File: src/hw/rtl/greedy_independent_set_engine_top_assert.svh
// Assertion macros shared by the greedy independent set engine RTL.
// Depends on nothing; included by the controller and datapath modules.
`ifndef GREEDY_INDEPENDENT_SET_ENGINE_TOP_ASSERT_SVH
`define GREEDY_INDEPENDENT_SET_ENGINE_TOP_ASSERT_SVH

// Same-cycle implication, disabled while reset is held.
`define GISE_ASSERT_NOW(label, clk, rstn, ante, cons, msg) \
    label: assert property (@(posedge clk) disable iff (!(rstn)) (ante) |-> (cons)) \
        else $error(msg);

// Next-cycle implication, disabled while reset is held.
`define GISE_ASSERT_NEXT(label, clk, rstn, ante, cons, msg) \
    label: assert property (@(posedge clk) disable iff (!(rstn)) (ante) |=> (cons)) \
        else $error(msg);

`endif

File: src/hw/rtl/gise_pkg.sv
// Package for the greedy independent set engine: sizes, opcodes, word types,
// controller state and the command/status structs. Depends on nothing.
package gise_pkg;

    localparam int MAX_VERTICES  = 1024;
    localparam int WORDS_PER_ROW = 16;
    localparam int WORD_BITS     = 64;
    localparam int BIT_IDX_W     = 6;
    localparam int VERTEX_W      = 10;
    localparam int WIDX_W        = 4;
    localparam int COUNT_W       = 11;
    localparam int ADJ_ADDR_W    = VERTEX_W + WIDX_W;
    localparam int ADJ_DEPTH     = 1 << ADJ_ADDR_W;
    localparam int EFF_LIMIT     = (MAX_VERTICES < WORDS_PER_ROW * WORD_BITS) ?
                                   MAX_VERTICES : WORDS_PER_ROW * WORD_BITS;
    localparam logic [COUNT_W-1:0] COUNT_MAX    = '1;
    localparam logic [COUNT_W-1:0] VCOUNT_RESET = COUNT_W'(1024);

    typedef enum logic [1:0] {
        OP_LOAD_ADJ  = 2'd0,
        OP_LOAD_CAND = 2'd1,
        OP_OFFER     = 2'd2,
        OP_NOP       = 2'd3
    } opcode_t;

    typedef enum logic [1:0] {
        S_IDLE,
        S_EXEC,
        S_SWEEP,
        S_DONE
    } state_t;

    typedef struct packed {
        logic [1:0]           opcode;
        logic [VERTEX_W-1:0]  vertex;
        logic [WIDX_W-1:0]    word_index;
        logic [WORD_BITS-1:0] data_word;
    } in_word_t;

    typedef struct packed {
        logic                selected;
        logic [COUNT_W-1:0]  set_size;
        logic [VERTEX_W-1:0] echo_vertex;
    } out_word_t;

    typedef struct packed {
        logic accept;
        logic exec;
        logic sweep;
        logic finish;
    } cmd_t;

    typedef struct packed {
        logic eligible;
        logic sweep_last;
        logic out_free;
    } stat_t;

endpackage

File: src/hw/rtl/gise_ctrl.sv
// Controller state machine of the greedy independent set engine.
// Depends on gise_pkg and the shared assertion header.
`include "greedy_independent_set_engine_top_assert.svh"

module gise_ctrl (
    input  logic           aclk,
    input  logic           aresetn,
    input  logic           s_valid,
    output logic           s_ready,
    input  gise_pkg::stat_t stat,
    output gise_pkg::cmd_t  cmd
);
    import gise_pkg::*;

    state_t state_reg;
    state_t state_next;

    always_ff @(posedge aclk) begin
        if (!aresetn) begin
            state_reg <= S_IDLE;
        end else begin
            state_reg <= state_next;
        end
    end

    always_comb begin
        state_next = state_reg;
        case (state_reg)
            S_IDLE: begin
                if (s_valid) state_next = S_EXEC;
            end
            S_EXEC: begin
                state_next = stat.eligible ? S_SWEEP : S_DONE;
            end
            S_SWEEP: begin
                if (stat.sweep_last) state_next = S_DONE;
            end
            S_DONE: begin
                if (stat.out_free) state_next = S_IDLE;
            end
            default: begin
                state_next = S_IDLE;
            end
        endcase
    end

    always_comb begin
        cmd     = '0;
        s_ready = 1'b0;
        case (state_reg)
            S_IDLE: begin
                s_ready    = 1'b1;
                cmd.accept = s_valid;
            end
            S_EXEC: begin
                cmd.exec = 1'b1;
            end
            S_SWEEP: begin
                cmd.sweep = 1'b1;
            end
            S_DONE: begin
                cmd.finish = stat.out_free;
            end
            default: begin
                cmd = '0;
            end
        endcase
    end

    `GISE_ASSERT_NEXT(a_sweep_ends, aclk, aresetn,
        state_reg == S_SWEEP && stat.sweep_last, state_reg == S_DONE,
        "sweep did not end after last word")
    `GISE_ASSERT_NEXT(a_accept_exec, aclk, aresetn,
        cmd.accept, state_reg == S_EXEC,
        "accepted word not executed next cycle")
    `GISE_ASSERT_NEXT(a_exec_leaves, aclk, aresetn,
        state_reg == S_EXEC, state_reg == S_SWEEP || state_reg == S_DONE,
        "execute state held for more than one cycle")

endmodule

File: config.mk
export PLATFORM = sky130hd
export DESIGN_NAME = gise_ctrl
export DESIGN_NICKNAME = d
export VERILOG_FILES = /design/src/hw/rtl/gise_pkg.sv /design/src/hw/rtl/gise_ctrl.sv
export VERILOG_INCLUDE_DIRS = /design/src /design/src/hw/rtl
export SDC_FILE = /design/constraint.sdc
export NUM_CORES = 1
export LEC_CHECK = 0
export BUFFER_PORTS_ARGS = -buffer_cell sky130_fd_sc_hd__buf_2
export CAP_MARGIN = 30
export CORE_AREA = 8 8 45 47
export DETAILED_ROUTE_END_ITERATION = 7
export DIE_AREA = 0 0 53 55
export PLACE_DENSITY = 0.45
export SLEW_MARGIN = 20
export SYNTH_ARGS = -nofsm -noshare
export SYNTH_HDL_FRONTEND = slang
export SYNTH_SLANG_ARGS = --single-unit
File: constraint.sdc
create_clock -name aclk -period 1.4 [get_ports aclk]
set_input_delay 0.28 -clock aclk [delete_from_list [all_inputs] [get_ports aclk]]
set_output_delay 0.28 -clock aclk [all_outputs]
set_load 0.005 [all_outputs]
Word-level counts from Yosys, hierarchy flattened

Index checks and enable logic that the tools add are counted.

Equality and inequality tests: 6
Multiplexer cells: 10
Reductions and logical operators: 2

Operators with widths:

| kind                                                                   | count |
|---|---|
| 2-bit one-hot mux with 4 select lines                                  | 1 |
| 1-bit 2-to-1 mux                                                       | 6 |
| 2-bit 2-to-1 mux                                                       | 3 |
| 2-bit inequality test (second input constant)                          | 3 |
| 2-bit equality test (second input constant)                            | 2 |
| 3-bit AND reduction                                                    | 1 |
| 2-bit by 1-bit equality test with 1-bit output (second input constant) | 1 |
| 2-bit zero test                                                        | 1 |

Register bits: 2
Input port bits: 6
Output and inout bits: 5
Logic and storage cells: 19

Logic depth before layout (Yosys ltp)

Gate-level depths: netlist of the first run.

Depth in word-level cells: 3
Gate-level depth with buffers: 5

Worst setup path after synthesis of the first run

No wires, ideal clock.

Path type: register -> register
Start point: register state_reg[0]
End point: register state_reg[0]
Data arrival time: 1.165 ns
Slack: 0.116 ns
Stages on the path, launching flop included: 5
Period minus slack after synthesis: 1.284 ns
Cells stage by stage: dfxtp_1 inv_1 ha_1 a211o_1 o221a_1

Cells in the longest elaborated chain, start to end: 3
Elaborated cells between the ends (all ways): 9

Ends and longest elaborated chain:

| element                                                       | RTL line        | source |
|---|---|---|
| from (decl)                                                   | gise_ctrl.sv:15 | `state_t state_reg;` |
| from (signal assigned)                                        | gise_ctrl.sv:22 | `state_reg <= state_next;` |
| 2-bit equality test / 2-bit zero test (equally long branches) | gise_ctrl.sv:28 | `case (state_reg)` |
| 2-bit inequality test (no line)                               | --              |  |
| 3-bit AND reduction (no line)                                 | --              |  |

Several ways; a longest one is shown, not always the timed one.
A chain may end at the register's enable or synchronous reset.

==> results.json, run 1 <==
{
  "placed_area_um2": 303,
  "wl_um": 549,
  "cts-buffers-inserted": 3,
  "synth.avg_cell_area_um2": 9.01,
  "worst-r2r-setup-slack_ns": 0.12,
  "yosysSeqAreaShare_pct": 17.8,
  "skew_ns": 0.00731,
  "period_minus_slack_ns": 1.34,
  "cp_slowest_cell": "dfxtp_2",
  "worstPathRequired_ns": 1.12,
  "drv_cap": 0,
  "syn_nets": 35,
  "detailed_place_hpwl_um": 444,
  "synth_top_cell_area_share_pct": 22.2,
  "synth.most_common_cell": "ha_1",
  "grt_max_degree": 7,
  "io_pins": 11,
  "status": "finished, final reports clean",
  "grt_overflow": 0,
  "start_kind": "register",
  "grt_first_pass_wirelength_um": 910,
  "finalHoldViolations": 0,
  "die-area_mm2": 0.00292,
  "ys_seq_elements": 2,
  "slowest_delay_ns": 0.32,
  "hold_depth": 2,
  "num_vias": 210,
  "crit_chain": "buf_6 > ha_4 > and2_4 > buf_2",
  "synth_common_cells": "4 x ha_1, 3 x inv_1, 2 x dfxtp_1, 2 x nand2b_1, 2 x nor2b_1",
  "ys.flop_type": "dfxtp_1",
  "power.static_leakage_nw": 0.164,
  "final_layout_size_suffix_gt1_share_pct": 61.5,
  "synth_edf_count": 0,
  "crit_fanout": 3,
  "min_path_type": "in2reg",
  "antenna_cells": 0,
  "num-nets-final": 51,
  "cts_tree": "yes",
  "cts.path.max_buffers": 2,
  "rows": 14,
  "hold_ws_ns": 0.298,
  "dieHeight_um": 55,
  "synth.area.top_cells": "ha_1 22%, dfxtp_1 18%, nor2b_4 6.1%, nand2b_1 5.6%, nor2b_1 5.6%",
  "cts_max_level": 1,
  "drt_first_iter_violations": 0,
  "reg2reg_depth": 5,
  "cpLargestDelayFamily": "flip-flops",
  "syn-cell-area_um2": 225,
  "max_freq_ghz": 0.745,
  "maxSlewHeadroom_pct": 85.5,
  "arrival_ns": 1.06,
  "synthArstFlopShare_pct": 0,
  "detail-route-antenna-nets": 0,
  "die_w_um": 53,
  "worstHoldStart": "aresetn",
  "place_congestion": 0.692,
  "worstSetupEndpointType": "output pin",
  "largest_register_ffs": 2,
  "criticalPathCategory": "reg2out",
  "slew_violations": 0,
  "synth_warnings": 0,
  "cts-root-buf": "clkbuf_4",
  "setup_viol": 0,
  "clock_latency_ns": 0.23,
  "r2r_start": "state_reg[0]",
  "worst-path-stages": 4,
  "track_usage_pct": 4.31,
  "grt_pass1_vias": 235,
  "antenna_found_initial": 0,
  "synth_top_cell_by_area": "ha_1",
  "peakVddDrop_uv": 463,
  "period_share_pct": 95.9,
  "hold_end": "state_reg[0]",
  "path_clk_slew_ns": 0.03,
  "synth.distinct_cells": 17,
  "numPortBuffers": 10,
  "r2r-end": "state_reg[0]",
  "wl_per_cell_um": 9.98,
  "start_util_pct": 16.3,
  "synth_cells": 25,
  "rsz0062_at_grt": "true",
  "power_density_mw_per_mm2": 1890,
  "cp_num_buf_inv": 2,
  "post-place-ws_ns": 0.0308,
  "firstDrtPassIters": 1,
  "final_area_um2": 363,
  "core_area_mm2": 0.00138,
  "worst_slack_ns": 0.0573,
  "drc_errors": 0,
  "cts.sinks": 2,
  "vias_per_cell": 3.82,
  "max_slew.worst_pin.slew_ns": 0.216,
  "cts_setup_buffers": 0,
  "area_growth_pct": 61.1
}
logic make-up (layout without fill, tap and decap cells):
group	after synthesis	in the layout	share of synthesized area [%]
simple gates	12	12	39.4
fa+ha+maj	4	4	22.2
compound gates	4	4	15.6
buf+inv	3	17	5.00
flops	2	2	17.8
placed cells by master, fill, tap and decap left out:
cell / netlist / final
a211o_1: 1 / 1
a21boi_1: 1 / 1
and2_1: 1 / 1
and2_4: 0 / 1
buf_2: 0 / 10
buf_6: 0 / 1
clkbuf_4: 0 / 3
dfxtp_2: 0 / 1
dfxtp_4: 0 / 1
ha_1: 4 / 2
ha_4: 0 / 2
inv_1: 3 / 1
inv_2: 0 / 1
inv_4: 0 / 1
nand2b_1: 2 / 2
nand3_1: 1 / 1
nand4_1: 1 / 1
nor2_1: 1 / 1
nor2b_1: 2 / 2
nor2b_4: 1 / 1
nor4_2: 1 / 1
o221a_1: 1 / 1
o31ai_1: 1 / 1
or2b_2: 1 / 1
where the power goes:
part | internal (W) | switching (W)
clock network | 0.0000947 | 0.0000342
registers | 0.0000968 | 0.0000436
logic | 0.000225 | 0.000193
total | 0.000417 | 0.000271
cell type report:
class                           instances  area, um2
Fill cell                             163       1020
Multi-Input combinational cell         20        200
Timing Repair Buffer                   11       61.3
Sequential cell                         2       45.0
Clock buffer                            3       22.5
Tap cell                               16       20.0
Inverter                                3       13.8
metal layers:
metal,wire [um],track usage [%],up-vias
met1,280,5.15,86
li1,-,-,116
met5,0,0,-
met2,206,5.47,8
met4,0,1.29,0
met3,61,3.74,0
stage by stage:
step | std cells | total power [W] | utilization [%] | TNS [ns]
floorplan | 25 | 0.000346 | - | 0
global placement | 52 | 0.000479 | 21.9 | 0
detailed placement | 52 | 0.000470 | 21.9 | 0
CTS | 55 | 0.000640 | 24.9 | 0
global route | 55 | 0.000774 | 26.2 | -0.000694
finish | 55 | 0.000687 | 26.2 | 0
timing repair:
| action | CTS | global route |
|---|---|---|
| pin swaps | 0 | 1 |
| setup endpoints to repair | 2 | 2 |
| hold buffers | 0 | 0 |
| gates resized for setup | 5 | 7 |
how the worst max path moves through the flow:
stage                      start      endpoint
floorplan           state_reg[0]  state_reg[0]
global placement    state_reg[1]  state_reg[0]
detailed placement  state_reg[1]  state_reg[0]
CTS                 state_reg[0]        cmd[0]
global route        state_reg[1]        cmd[3]
finish              state_reg[0]        cmd[0]
Power figures use the tool's default switching activity.
==> run 2: changes to the inputs <==
- BUFFER_PORTS_ARGS: -buffer_cell sky130_fd_sc_hd__buf_2 -> unset
- DONT_BUFFER_PORTS: unset -> 1
- GPL_ROUTABILITY_DRIVEN: unset -> 0
- PLACE_DENSITY: 0.45 -> 0.38
==> run 2 against run 1 <==
  * Clock skew shrank 0.0039 ns
  * Critical path type unchanged
  * Flip-flop and latch count is the same
  * Core utilization shrank 3.1 points
  * Global-route usage grew 0.16 points
  * Final cell count shrank 13%
  * Worst setup slack lost 0.0071 ns
  * Non-clock buffer count shrank 7
  * Clock power is essentially flat
  * Sequential share of layout area grew 1.6 points
  * Total power shrank 0.49%
  * Register-to-register slack lost 0.04 ns
==> results.json, run 2 (same netlist as run 1, synthesis figures left out) <==
{
  "status": "finished, final reports clean",
  "antenna_found_initial": 0,
  "final_cell_mix": "4 x buf_4, 3 x clkbuf_4",
  "rows": 14,
  "min_path_type": "in2reg",
  "fillers": 162,
  "crit_fanout": 5,
  "crit_chain": "inv_2 > ha_4 > buf_4 > and2_4",
  "criticalPathCategory": "reg2out",
  "start_util_pct": 16.3,
  "track_usage_pct": 4.48,
  "wl_per_cell_um": 11.6,
  "num-nets-final": 44,
  "switching_share_pct": 37.3,
  "worstSetupEndpointType": "output pin",
  "vias_per_cell": 4.29,
  "firstDrtPassIters": 4,
  "power.total_w": 0.000684,
  "grt_max_degree": 6,
  "wl_um": 558,
  "cts-buffers-inserted": 3,
  "drc_errors": 0,
  "cp_slowest_cell": "dfxtp_4",
  "cts_max_level": 1,
  "detail-route-antenna-nets": 0,
  "skew_ns": 0.00341,
  "max_freq_ghz": 0.741,
  "largest_register_ffs": 2,
  "rsz0062_at_grt": "false",
  "start_kind": "register",
  "num_vias": 206,
  "max_slew.worst_pin.slew_ns": 0.263,
  "slowest_delay_ns": 0.35,
  "detailed_place_hpwl_um": 465,
  "power_density_mw_per_mm2": 2140,
  "finalHoldViolations": 0,
  "cts.path.max_buffers": 2,
  "p_int_w": 0.000429,
  "drv_cap": 0,
  "final_layout_size_suffix_gt1_share_pct": 56.3,
  "path_clk_slew_ns": 0.03,
  "maxSlewHeadroom_pct": 82.3,
  "power.static_leakage_nw": 0.136,
  "antenna_cells": 0,
  "die_w_um": 53,
  "final_util_pct": 23.1,
  "grt_overflow": 0,
  "arrival_ns": 1.07,
  "setup_viol": 0,
  "numPortBuffers": 0,
  "dieHeight_um": 55,
  "period_minus_slack_ns": 1.35,
  "clock_latency_ns": 0.22,
  "cts_tree": "yes",
  "core_area_mm2": 0.00138,
  "layout_commonest_cell": "buf_4",
  "power_frac_clock_pct": 18.6,
  "drt_first_iter_violations": 3,
  "p_sw_w": 0.000255,
  "worstPathRequired_ns": 1.12,
  "cts.sinks": 2,
  "slew_violations": 0,
  "cts_hold_buffers": 0,
  "cts-root-buf": "clkbuf_4",
  "p_comb_share_pct": 63.1,
  "tns_ns": 0,
  "hold_ws_ns": 0.190,
  "io_pins": 11,
  "power_frac_seq_pct": 18.3,
  "grt_first_pass_wirelength_um": 910,
  "period_share_pct": 96.4,
  "die-area_mm2": 0.00292,
  "peakVddDrop_uv": 452,
  "area_growth_pct": 42.2,
  "grt_pass1_vias": 208
}
-- run 2: cell types whose count changed in the layout (fill, tap and decap cells not counted) --
cell and delta:
ha_4 -1, and2_1 -1, and2_2 +1, inv_4 -1, buf_4 +4, inv_2 +1
ha_2 +1, buf_2 -10, buf_6 -1
-- run 2: path summary, 6_finish.rpt --
path	startpoint	endpoint	slack (ns)	cells past startpoint
setup / recovery	state_reg[0]	cmd[3]	0.05	4
hold / removal	aresetn	state_reg[0]	0.19	1
setup reg to reg	state_reg[0]	state_reg[0]	0.08	5
hold reg to reg	state_reg[0]	state_reg[0]	0.56	1
-- run 2: area by class of cell --
cell class                 count  area (um2)  area share (%)
inverter                       3        11.3            3.52
sequential                     2        45.0            14.1
clock buffer                   3        22.5            7.03
timing repair buffer           4        30.0            9.38
multi-input combinational     20         191            59.8
tap                           16        20.0            6.25
-- run 2: worst max-delay path, delay by kind of cell (launching register included) --
kind,cells,cell delay [ns]
buf+inv,2,0.19
flops,1,0.35
simple gates,1,0.13
fa+ha+maj,1,0.17
-- run 2: timing repair --
item | in CTS | in global routing
pin swaps | 0 | 2
endpoints found under the hold margin | 0 | 0
gates resized for setup | 5 | 4
endpoints found under the setup margin | 3 | 2
buffers inserted | 1 | 0
-- run 2: per-stage QoR --
step | worst slack [ns] | instances | instance area, um2
2_1_floorplan | 0.116 | 25 | 225
3_3_place_gp | 0.0230 | 44 | 268
3_5_place_dp | -0.0316 | 44 | 268
4_1_cts | 0.0156 | 48 | 313
5_1_grt | 0.00168 | 48 | 320
6_report | 0.0502 | 48 | 320
-- run 2: power by group through the flow --
stage / Clock, W / Sequential, W / Combinational [W]
finish: 0.000127 / 0.000125 / 0.000432
global route: 0.000145 / 0.000129 / 0.000489
CTS: 0.000136 / 0.000118 / 0.000428
detailed placement: 0 / 0.000117 / 0.000357
global placement: 0 / 0.000117 / 0.000351
floorplan: 0 / 0.000110 / 0.000237
-- run 2: metal layers --
layer | GRT usage [%] | routed length [um] | vias to the layer above | part of all wire [%]
li1 | - | - | 101 | -
met1 | 4.39 | 221 | 96 | 40
met2 | 6.25 | 251 | 7 | 45
met3 | 2.41 | 68 | 2 | 12
met4 | 5.17 | 16 | 0 | 2.9
met5 | 0 | 0 | - | 0
